--- src/rtl/rcsp_pkg.sv ---
// Shared types, constants and helpers for the RESP command stream parser.
// Used by rcsp_core and resp_command_stream_parser; depends on nothing else.
package rcsp_pkg;

   localparam int LENGTH_BITS_DEFAULT = 32;
   localparam int ARG_W               = 20;
   localparam int COUNT_W             = 32;
   localparam int BULK_MAX_W          = 31;
   localparam int ELEM_MAX_W          = 21;
   localparam int CSR_ADDR_W          = 3;
   localparam int CSR_DATA_W          = 32;
   localparam int RSP_DATA_W          = 32;

   localparam logic [BULK_MAX_W-1:0] MAX_BULK_RESET = 31'd536870912;
   localparam logic [ELEM_MAX_W-1:0] MAX_ELEM_RESET = 21'd1048576;

   // Register index as seen at paddr[2].
   localparam logic REG_MAX_BULK = 1'b0;
   localparam logic REG_MAX_ELEM = 1'b1;

   localparam logic [7:0] CH_PLUS   = 8'h2b;
   localparam logic [7:0] CH_MINUS  = 8'h2d;
   localparam logic [7:0] CH_COLON  = 8'h3a;
   localparam logic [7:0] CH_DOLLAR = 8'h24;
   localparam logic [7:0] CH_STAR   = 8'h2a;
   localparam logic [7:0] CH_CR     = 8'h0d;
   localparam logic [7:0] CH_LF     = 8'h0a;
   localparam logic [7:0] CH_ZERO   = 8'h30;
   localparam logic [7:0] CH_NINE   = 8'h39;

   typedef enum logic [2:0] {
      PH_IDLE,
      PH_ELEM,
      PH_LINE,
      PH_LEN,
      PH_PAYLOAD,
      PH_TRAIL1,
      PH_TRAIL2
   } phase_type;

   typedef enum logic [1:0] {
      KIND_NONE,
      KIND_LINE,
      KIND_BULK,
      KIND_ARRAY
   } kind_type;

   typedef struct packed {
      logic [BULK_MAX_W-1:0] max_bulk_length;
      logic [ELEM_MAX_W-1:0] max_elements;
   } cfg_type;

   typedef struct packed {
      logic             has_byte;
      logic [7:0]       payload_byte;
      logic [ARG_W-1:0] arg_index;
      logic             arg_end;
      logic             command_end;
      logic             command_ok;
      logic             protocol_error;
   } res_type;

   function automatic logic is_marker(input logic [7:0] b);
      return (b == CH_PLUS) || (b == CH_MINUS) || (b == CH_COLON) ||
             (b == CH_DOLLAR) || (b == CH_STAR);
   endfunction

endpackage

--- src/rtl/rcsp_core.sv ---
// Parser state and per-byte update for the RESP command stream parser.
// Depends on rcsp_pkg; instantiated by resp_command_stream_parser.
module rcsp_core #(
   parameter int LENGTH_BITS = rcsp_pkg::LENGTH_BITS_DEFAULT
) (
   input  logic              clock,
   input  logic              reset,
   input  logic              step,
   input  logic [7:0]        stream_byte,
   input  rcsp_pkg::cfg_type cfg,
   output logic              res_valid,
   output rcsp_pkg::res_type res
);

   localparam int AW     = LENGTH_BITS + 4;
   localparam int BCMP_W = (LENGTH_BITS > rcsp_pkg::BULK_MAX_W) ? LENGTH_BITS
                                                                : rcsp_pkg::BULK_MAX_W;
   localparam int ECMP_W = (LENGTH_BITS > rcsp_pkg::ELEM_MAX_W) ? LENGTH_BITS
                                                                : rcsp_pkg::ELEM_MAX_W;
   localparam int CW     = rcsp_pkg::COUNT_W;
   localparam int ARW    = rcsp_pkg::ARG_W;

   rcsp_pkg::phase_type phase_ff, phase_pre, phase_in;
   rcsp_pkg::kind_type  kind_ff, kind_pre, kind_in;
   logic [LENGTH_BITS-1:0] acc_ff, acc_pre, acc_in;
   logic [LENGTH_BITS-1:0] left_ff, left_pre, left_in;
   logic [CW-1:0]          elem_ff, elem_pre, elem_in;
   logic [ARW-1:0]         arg_ff, arg_pre, arg_in;
   logic neg_ff, neg_pre, neg_in;
   logic digit_ff, digit_pre, digit_in;
   logic inside_ff, inside_pre, inside_in;
   logic good_ff, good_pre, good_in;
   logic cr_ff, cr_pre, cr_in;

   logic err, fin, emit_data, emit_empty;

   logic [AW-1:0]          acc_ext, acc_raw;
   logic [LENGTH_BITS-1:0] acc_digit;
   logic                   is_null, sat_hit, bulk_over, elem_over, is_digit;
   logic [LENGTH_BITS-1:0] n_len, left_dec;
   logic [CW:0]            elem_sum;
   logic [CW-1:0]          elem_add, elem_fin;
   logic                   fin_done;
   logic [ARW-1:0]         arg_inc;

   // Decimal accumulate as (x << 3) + (x << 1) + digit, saturating at all ones.
   assign acc_ext   = AW'(acc_ff);
   assign acc_raw   = (acc_ext << 3) + (acc_ext << 1) + AW'(stream_byte[3:0]);
   assign acc_digit = (|acc_raw[AW-1:LENGTH_BITS]) ? '1 : acc_raw[LENGTH_BITS-1:0];
   assign is_digit  = (stream_byte >= rcsp_pkg::CH_ZERO) &&
                      (stream_byte <= rcsp_pkg::CH_NINE);

   assign is_null   = neg_ff && (acc_ff != '0);
   assign n_len     = is_null ? '0 : acc_ff;
   assign sat_hit   = (acc_ff == '1);
   assign bulk_over = BCMP_W'(n_len) > BCMP_W'(cfg.max_bulk_length);
   assign elem_over = ECMP_W'(n_len) > ECMP_W'(cfg.max_elements);
   assign elem_sum  = {1'b0, elem_ff} + (CW+1)'(n_len);
   assign elem_add  = elem_sum[CW] ? '1 : elem_sum[CW-1:0];
   assign left_dec  = left_ff - LENGTH_BITS'(left_ff != '0);

   assign elem_fin  = elem_pre - CW'(elem_pre != '0);
   assign fin_done  = (elem_fin == '0);
   assign arg_inc   = (arg_ff == '1) ? arg_ff : arg_ff + ARW'(1);

   // Per-byte decode: partial next state plus the events it raises.
   always_comb begin
      phase_pre  = phase_ff;
      kind_pre   = kind_ff;
      acc_pre    = acc_ff;
      left_pre   = left_ff;
      elem_pre   = elem_ff;
      arg_pre    = arg_ff;
      neg_pre    = neg_ff;
      digit_pre  = digit_ff;
      inside_pre = inside_ff;
      good_pre   = good_ff;
      cr_pre     = cr_ff;
      err        = 1'b0;
      fin        = 1'b0;
      emit_data  = 1'b0;
      emit_empty = 1'b0;

      unique case (phase_ff)
         rcsp_pkg::PH_ELEM, rcsp_pkg::PH_IDLE: begin
            phase_pre = rcsp_pkg::PH_IDLE;
            if (rcsp_pkg::is_marker(stream_byte)) begin
               cr_pre    = 1'b0;
               acc_pre   = '0;
               neg_pre   = 1'b0;
               digit_pre = 1'b0;
               if (stream_byte == rcsp_pkg::CH_DOLLAR) begin
                  kind_pre  = rcsp_pkg::KIND_BULK;
                  phase_pre = rcsp_pkg::PH_LEN;
               end else if (stream_byte == rcsp_pkg::CH_STAR) begin
                  kind_pre  = rcsp_pkg::KIND_ARRAY;
                  phase_pre = rcsp_pkg::PH_LEN;
               end else begin
                  kind_pre  = rcsp_pkg::KIND_LINE;
                  phase_pre = rcsp_pkg::PH_LINE;
               end
            end else if (phase_ff == rcsp_pkg::PH_ELEM) begin
               err = 1'b1;
            end
         end
         rcsp_pkg::PH_LINE: begin
            if (cr_ff && (stream_byte == rcsp_pkg::CH_LF)) begin
               cr_pre = 1'b0;
               if (inside_ff) begin
                  good_pre = 1'b0;
                  fin      = 1'b1;
               end else begin
                  phase_pre = rcsp_pkg::PH_IDLE;
               end
            end else begin
               cr_pre = (stream_byte == rcsp_pkg::CH_CR);
            end
         end
         rcsp_pkg::PH_LEN: begin
            if (cr_ff) begin
               cr_pre = 1'b0;
               if ((stream_byte != rcsp_pkg::CH_LF) || !digit_ff ||
                   (!is_null && sat_hit)) begin
                  err = 1'b1;
               end else if (kind_ff == rcsp_pkg::KIND_BULK) begin
                  if (!is_null && bulk_over) begin
                     err = 1'b1;
                  end else if (is_null) begin
                     if (inside_ff) fin = 1'b1;
                     else phase_pre = rcsp_pkg::PH_IDLE;
                  end else begin
                     left_pre  = n_len;
                     phase_pre = (n_len == '0) ? rcsp_pkg::PH_TRAIL1
                                               : rcsp_pkg::PH_PAYLOAD;
                  end
               end else if (elem_over) begin
                  err = 1'b1;
               end else if (inside_ff) begin
                  // A nested array header is itself one element of the command.
                  good_pre = 1'b0;
                  elem_pre = elem_add;
                  fin      = 1'b1;
               end else begin
                  arg_pre  = '0;
                  good_pre = 1'b1;
                  if (n_len == '0) begin
                     phase_pre  = rcsp_pkg::PH_IDLE;
                     emit_empty = 1'b1;
                  end else begin
                     elem_pre   = CW'(n_len);
                     inside_pre = 1'b1;
                     phase_pre  = rcsp_pkg::PH_ELEM;
                  end
               end
            end else if (stream_byte == rcsp_pkg::CH_CR) begin
               cr_pre = 1'b1;
            end else if (stream_byte == rcsp_pkg::CH_MINUS) begin
               if (digit_ff || neg_ff) err = 1'b1;
               else neg_pre = 1'b1;
            end else if (is_digit) begin
               acc_pre   = acc_digit;
               digit_pre = 1'b1;
            end else begin
               err = 1'b1;
            end
         end
         rcsp_pkg::PH_PAYLOAD: begin
            left_pre  = left_dec;
            if (left_dec == '0) phase_pre = rcsp_pkg::PH_TRAIL1;
            emit_data = inside_ff;
         end
         rcsp_pkg::PH_TRAIL1: begin
            phase_pre = rcsp_pkg::PH_TRAIL2;
         end
         rcsp_pkg::PH_TRAIL2: begin
            if (inside_ff) fin = 1'b1;
            else phase_pre = rcsp_pkg::PH_IDLE;
         end
         default: begin
            phase_pre = rcsp_pkg::PH_IDLE;
         end
      endcase
   end

   // Next state: element close and error abort applied on top of the decode.
   always_comb begin
      phase_in  = phase_pre;
      kind_in   = kind_pre;
      acc_in    = acc_pre;
      left_in   = left_pre;
      elem_in   = elem_pre;
      arg_in    = arg_pre;
      neg_in    = neg_pre;
      digit_in  = digit_pre;
      inside_in = inside_pre;
      good_in   = good_pre;
      cr_in     = cr_pre;
      if (fin) begin
         arg_in    = arg_inc;
         elem_in   = elem_fin;
         phase_in  = fin_done ? rcsp_pkg::PH_IDLE : rcsp_pkg::PH_ELEM;
         inside_in = inside_pre && !fin_done;
      end
      if (err) begin
         phase_in  = rcsp_pkg::PH_IDLE;
         kind_in   = rcsp_pkg::KIND_NONE;
         acc_in    = '0;
         left_in   = '0;
         elem_in   = '0;
         arg_in    = '0;
         neg_in    = 1'b0;
         digit_in  = 1'b0;
         inside_in = 1'b0;
         good_in   = 1'b1;
         cr_in     = 1'b0;
      end
   end

   // Result item for this byte.
   always_comb begin
      res       = '0;
      res_valid = step && (err || fin || emit_data || emit_empty);
      if (err) begin
         res.protocol_error = 1'b1;
         res.command_end    = inside_ff;
         res.arg_index      = arg_ff;
      end else if (fin) begin
         res.arg_index   = arg_ff;
         res.arg_end     = 1'b1;
         res.command_end = fin_done;
         res.command_ok  = fin_done && good_pre;
      end else if (emit_data) begin
         res.has_byte     = 1'b1;
         res.payload_byte = stream_byte;
         res.arg_index    = arg_ff;
      end else if (emit_empty) begin
         res.command_end = 1'b1;
      end
   end

   always_ff @(posedge clock) begin
      if (reset) begin
         phase_ff  <= rcsp_pkg::PH_IDLE;
         kind_ff   <= rcsp_pkg::KIND_NONE;
         acc_ff    <= '0;
         left_ff   <= '0;
         elem_ff   <= '0;
         arg_ff    <= '0;
         neg_ff    <= 1'b0;
         digit_ff  <= 1'b0;
         inside_ff <= 1'b0;
         good_ff   <= 1'b1;
         cr_ff     <= 1'b0;
      end else if (step) begin
         phase_ff  <= phase_in;
         kind_ff   <= kind_in;
         acc_ff    <= acc_in;
         left_ff   <= left_in;
         elem_ff   <= elem_in;
         arg_ff    <= arg_in;
         neg_ff    <= neg_in;
         digit_ff  <= digit_in;
         inside_ff <= inside_in;
         good_ff   <= good_in;
         cr_ff     <= cr_in;
      end
   end

endmodule

--- src/rtl/resp_command_stream_parser.sv ---
// RESP command stream parser, top level: byte stream in, argument stream out.
// Depends on rcsp_pkg and rcsp_core.
//
// The req_ channel takes one raw request byte per transfer. The rsp_ channel
// returns argument bytes with their index (rsp_tuser = 1), element-end markers,
// and a command-end marker on rsp_tlast carrying the command verdict or a
// protocol error. Many bytes (markers, length digits, line values, trailers)
// produce no result transfer at all.
// Throughput is one byte per cycle while req_tready is high: the whole parse
// update for a byte is one combinational step on the state registers in
// rcsp_core. Each result is registered in the output queue before rsp_.
// Results go into a two-entry output queue, so req_tready depends only on
// queue occupancy; when the receiver stalls, input keeps flowing until both
// entries hold results, then req_tready drops.
// Reset clears the parser to idle, empties the queue and restores the limit
// registers: max_bulk_length 536870912 at address 0x0, max_elements 1048576
// at address 0x4. Limits should be changed only while the stream is idle.
module resp_command_stream_parser #(
   parameter int LENGTH_BITS = rcsp_pkg::LENGTH_BITS_DEFAULT
) (
   input  logic                               clock,
   input  logic                               reset,
   input  logic                               req_tvalid,
   output logic                               req_tready,
   input  logic [7:0]                         req_tdata,  // [7:0] stream_byte
   output logic                               rsp_tvalid,
   input  logic                               rsp_tready,
   // [7:0] payload_byte, [27:8] arg_index, [28] arg_end, [29] command_ok,
   // [30] protocol_error, [31] zero
   output logic [rcsp_pkg::RSP_DATA_W-1:0]    rsp_tdata,
   output logic                               rsp_tuser,  // [0] has_byte
   output logic                               rsp_tlast,  // command_end
   input  logic                               csr_psel,
   input  logic                               csr_penable,
   input  logic                               csr_pwrite,
   input  logic [rcsp_pkg::CSR_ADDR_W-1:0]    csr_paddr,
   input  logic [rcsp_pkg::CSR_DATA_W-1:0]    csr_pwdata,
   output logic [rcsp_pkg::CSR_DATA_W-1:0]    csr_prdata,
   output logic                               csr_pready
);

   rcsp_pkg::cfg_type cfg_ff;
   logic              csr_wr;

   logic              step;
   logic              core_valid;
   rcsp_pkg::res_type core_res;

   rcsp_pkg::res_type slot0_ff, slot1_ff;
   logic [1:0]        count_ff;
   logic              push, pop;

   // Configuration registers.
   assign csr_pready = 1'b1;
   assign csr_wr     = csr_psel && csr_penable && csr_pwrite && csr_pready;

   always_ff @(posedge clock) begin
      if (reset) begin
         cfg_ff.max_bulk_length <= rcsp_pkg::MAX_BULK_RESET;
         cfg_ff.max_elements    <= rcsp_pkg::MAX_ELEM_RESET;
      end else if (csr_wr) begin
         if (csr_paddr[2] == rcsp_pkg::REG_MAX_BULK) begin
            cfg_ff.max_bulk_length <= csr_pwdata[rcsp_pkg::BULK_MAX_W-1:0];
         end else begin
            cfg_ff.max_elements <= csr_pwdata[rcsp_pkg::ELEM_MAX_W-1:0];
         end
      end
   end

   always_comb begin
      unique case (csr_paddr[2])
         rcsp_pkg::REG_MAX_BULK:
            csr_prdata = rcsp_pkg::CSR_DATA_W'(cfg_ff.max_bulk_length);
         rcsp_pkg::REG_MAX_ELEM:
            csr_prdata = rcsp_pkg::CSR_DATA_W'(cfg_ff.max_elements);
         default:
            csr_prdata = '0;
      endcase
   end

   // Parser.
   assign req_tready = (count_ff != 2'd2);
   assign step       = req_tvalid && req_tready;

   rcsp_core #(
      .LENGTH_BITS(LENGTH_BITS)
   ) u_core (
      .clock      (clock),
      .reset      (reset),
      .step       (step),
      .stream_byte(req_tdata),
      .cfg        (cfg_ff),
      .res_valid  (core_valid),
      .res        (core_res)
   );

   // Two-entry result queue; slot0 is the head.
   assign push = core_valid;
   assign pop  = rsp_tvalid && rsp_tready;

   always_ff @(posedge clock) begin
      if (reset) begin
         count_ff <= 2'd0;
      end else begin
         count_ff <= count_ff + 2'(push) - 2'(pop);
      end
   end

   always_ff @(posedge clock) begin
      if (pop) begin
         slot0_ff <= (push && (count_ff == 2'd1)) ? core_res : slot1_ff;
         if (push && (count_ff == 2'd2)) slot1_ff <= core_res;
      end else if (push) begin
         if (count_ff == 2'd0) slot0_ff <= core_res;
         else slot1_ff <= core_res;
      end
   end

   assign rsp_tvalid = (count_ff != 2'd0);
   assign rsp_tuser  = slot0_ff.has_byte;
   assign rsp_tlast  = slot0_ff.command_end;
   assign rsp_tdata  = {1'b0, slot0_ff.protocol_error, slot0_ff.command_ok,
                        slot0_ff.arg_end, slot0_ff.arg_index, slot0_ff.payload_byte};

   // A verdict of good only ever travels on a command-end transfer.
   a_ok_on_end: assert property (@(posedge clock) disable iff (reset)
      (rsp_tvalid && rsp_tdata[29]) |-> rsp_tlast)
      else $error("command_ok set without command_end");

   // An aborted parse never carries a payload byte or a good verdict.
   a_err_clean: assert property (@(posedge clock) disable iff (reset)
      (rsp_tvalid && rsp_tdata[30]) |-> (!rsp_tuser && !rsp_tdata[29] && !rsp_tdata[28]))
      else $error("protocol error transfer carries data or verdict");

   // A result produced while the receiver stalls is held in the queue.
   a_result_kept: assert property (@(posedge clock) disable iff (reset)
      (core_valid && !pop) |=> (rsp_tvalid && (count_ff == $past(count_ff) + 2'd1)))
      else $error("result lost in output queue");

   // Payload bytes never coincide with an element-end marker.
   a_byte_not_end: assert property (@(posedge clock) disable iff (reset)
      (rsp_tvalid && rsp_tuser) |-> (!rsp_tdata[28] && !rsp_tlast))
      else $error("payload byte marked as element end");

endmodule
--- config.mk ---
export PLATFORM = sky130hd
export DESIGN_NAME = resp_command_stream_parser
export DESIGN_NICKNAME = d
export VERILOG_FILES = /design/src/rtl/rcsp_pkg.sv /design/src/rtl/rcsp_core.sv /design/src/rtl/resp_command_stream_parser.sv
export SDC_FILE = /design/constraint.sdc
export NUM_CORES = 1
export LEC_CHECK = 0
export BUFFER_PORTS_ARGS = -buffer_cell sky130_fd_sc_hd__buf_2
export CAP_MARGIN = 20
export CELL_PAD_IN_SITES_DETAIL_PLACEMENT = 0
export CELL_PAD_IN_SITES_GLOBAL_PLACEMENT = 2
export CORE_MARGIN = 2
export CORE_UTILIZATION = 30
export CTS_BUF_LIST = sky130_fd_sc_hd__clkbuf_8
export DETAILED_ROUTE_END_ITERATION = 8
export GPL_ROUTABILITY_DRIVEN = 0
export PLACE_DENSITY = 0.81
export SYNTH_ARGS = -nofsm -noshare
export SYNTH_HDL_FRONTEND = slang
export SYNTH_HIERARCHICAL = 1
export SYNTH_SLANG_ARGS = --single-unit
--- constraint.sdc ---
create_clock -name clock -period 7.2 [get_ports clock]
set_clock_uncertainty 0.1 [all_clocks]
set_input_delay 1.44 -clock clock [delete_from_list [all_inputs] [get_ports clock]]
set_output_delay 1.44 -clock clock [all_outputs]
set_load 0.005 [all_outputs]
==> impl_metrics.ini <==
[cells_and_area]
final_nets = 2908
drive_gt1_share_pct = 25.3
register_area_um2 = 5600
final_cell_mix = 316 x buf_4, 250 x nand2_1, 224 x nor2_1
final.fill_count = 6464
multi_input_area_um2 = 13300
instances_no_fill = 3611
num_antenna_cells = 0
area_growth_pct = 27.1
final_common_cell = buf_4

[floorplanning]
initial_utilization_pct = 30.4
dieWidth_um = 257
core_um2 = 63200
dieHeight_um = 257
die_area_um2 = 66200
rows = 92
ios = 119

[worst_setup_path]
r2r_start = u_core/acc_ff[9]
critPathMaxStageDelay_ns = 0.57
cp_top_family = simple AND/OR/NAND/NOR gates
path_common_cell = buf_4
start_kind = register
critical_path_arrival_ns = 7.67
path_buf_inv = 6
crit_path_start = u_core/acc_ff[9]
cp_max_fo = 7
cp.depth = 32
worstSetupPathType = register to register
endpoint_kind = register
worst_path_max_delay_cell = or4_4
reg2regPathDepth = 32
cp.required_ns = 7.48

[placed_design]
port_buffers = 112
place_hpwl_mm = 53.0
placedCellCount = 3500

[synthesis]
yosysSeqAreaShare_pct = 29.0
synthArstFlopShare_pct = 0
syn_inst = 2385
synth_area_um2 = 19200
synthFlopType = dfxtp_1
synth.distinct_cells = 97
synth_edf_count = 66
yosys_warnings = 6
post_synth.cell_area_avg_um2 = 8.06
synth-seq-cells = 246

[job]
max_cap_viol_count = 0

[grt]
grt_antenna_before_repair = 0
met3_usage_pct = 2.39
grt_overflow = 0
top_usage_layer = met2
grt_max_degree = 89
grt_pass1_wl_mm = 107
grt_pass1_vias = 18758
grt_use_total_pct = 20.2
met2_usage_pct = 32.7
grt_util_met1_pct = 27.1

[clock_tree]
cts_tree = built
cts_buffers = 46
cts.sinks = 246
clk_path_buf_depth = 3
clk_pin_slew_ns = 0.06
ctsRootBufferMaster = clkbuf_8
cts.htree.levels = 2
clock_latency_ns = 0.63
ctsHoldBuffers = 0

[sta]
setup_ws_ns = -0.187
tightest_slew_ns = 1.05
max_freq_mhz = 135
period_needed_ns = 7.39
hold_ws_ns = 0.371
setup_tns_ns = -0.552
maxSlewViolCount = 0
post-route-period-util_pct = 103
rsz0062_at_grt = yes
finalSetupViolations = 6
slew_headroom_pct = 30.0
finalHoldViolations = 0

[hold_path]
hold_path_depth = 2
hold_class = register to register
hold_path.startpoint = cfg_ff[7]

[drt]
drt_first_iter_violations = 1253
drtPass1Iterations = 6
antenna_left = 0
num_vias = 19492
drc_errors = 0
vias_per_cell = 5.40
routed_wl_mm = 68.9
routed_wire_length_per_instance_um = 19.1

[power_and_ir_drop]
power.leakage_nw = 10.2
peakVddDrop_v = 0.0000995
p_per_area_nw_per_um2 = 136

[run_status]
status = finished with violations
violations = setup timing
==> cell type report <==
type	instances	area share, %
Clock inverter	27	1.00
Multi-Input combinational cell	1909	54.5
Tap cell	846	4.33
Inverter	87	1.34
Timing Repair Buffer	441	12.9
Sequential cell	246	22.9
Clock buffer	55	3.10
==> path summary, 6_finish.rpt <==
kind	endpoint	slack (ns)
setup / recovery	rsp_tlast	-0.19
hold reg to reg	cfg_ff[7]	0.37
setup reg to reg	rsp_tlast	-0.19
hold / removal	cfg_ff[7]	0.37
==> metrics by stage <==
stage / power (mW) / utilization, % / area, µm² / setup slack, ns
2_1_floorplan: 1.68 / - / 19400 / 0.00424
3_3_place_gp: 1.83 / 35.8 / 22700 / -0.686
3_5_place_dp: 1.83 / 35.9 / 22700 / -0.750
4_1_cts: 3.36 / 38.2 / 24100 / -0.136
5_1_grt: 3.47 / 38.7 / 24400 / -0.490
6_report: 3.34 / 38.7 / 24400 / -0.187
==> flip-flops by register name, summed over array words and instances, names as in the netlist <==
register,flops
u_core/acc_ff,32
u_core/neg_ff,1
rsp_tdata,31
u_core/elem_ff,32
slot1_ff,33
cfg_ff,52
rsp_tlast,1
u_core/digit_ff,1
count_ff,2
u_core/arg_ff,20
rsp_tuser,1
u_core/left_ff,32
u_core/inside_ff,1
u_core/good_ff,1
u_core/cr_ff,1
u_core/phase_ff,3
u_core/kind_ff,2
==> where the power goes <==
group / total (mW) / internal, mW / switching (mW)
Clock: 1.50 / 0.842 / 0.654
Combinational: 0.382 / 0.168 / 0.214
Sequential: 1.46 / 1.43 / 0.0278
Total: 3.34 / 2.44 / 0.896
==> Yosys cell counts (25+ instances only) <==
cell	number	area (µm²)
nor4_1	35	219
a211oi_1	29	218
a31oi_1	26	163
xnor2_1	71	622
edfxtp_1	66	1980
o21ai_0	99	495
nor3_1	69	345
ha_1	124	1550
nand2b_1	25	156
xor2_1	46	403
mux2_2	27	304
a21oi_1	181	906
inv_1	85	319
nor2b_1	73	457
nand3_1	59	295
and3_1	29	181
nor2_1	230	863
dfxtp_1	180	3600
clkbuf_1	114	428
nand4_1	42	263
nand2_1	252	946
a21o_1	42	315
and2_1	26	163
mux2_4	30	450
==> tightest hold or removal path, stage by stage (launching register included) <==
cell,delay [ns]
dfxtp_1,0.32
nand2_1,0.06
a21oi_1,0.05
==> routing by layer <==
metal	vias to the layer above	share of wire [%]
li1	9489	-
met1	9272	46
met2	578	45
met3	153	5.0
met4	0	4.3
met5	-	0
==> repair_timing <==
item	in CTS	in global routing
resized for setup	62	48
setup endpoints to repair	17	16
setup buffers	13	16
pin swaps	21	18
cloned	1	0
==> cells by family after synthesis <==
group	after synthesis	share of synthesized area, %
and+or+nand+nor	946	24.7
AOI/OAI and AO/OA	635	22.4
DFF	246	29.0
buffers and inverters	231	4.98
adders and majority gates	141	9.11
xor gates and xnor gates	117	5.33
muxes	67	4.44
other	2	0.0390
Note: power is estimated with default switching activity, not from simulation.
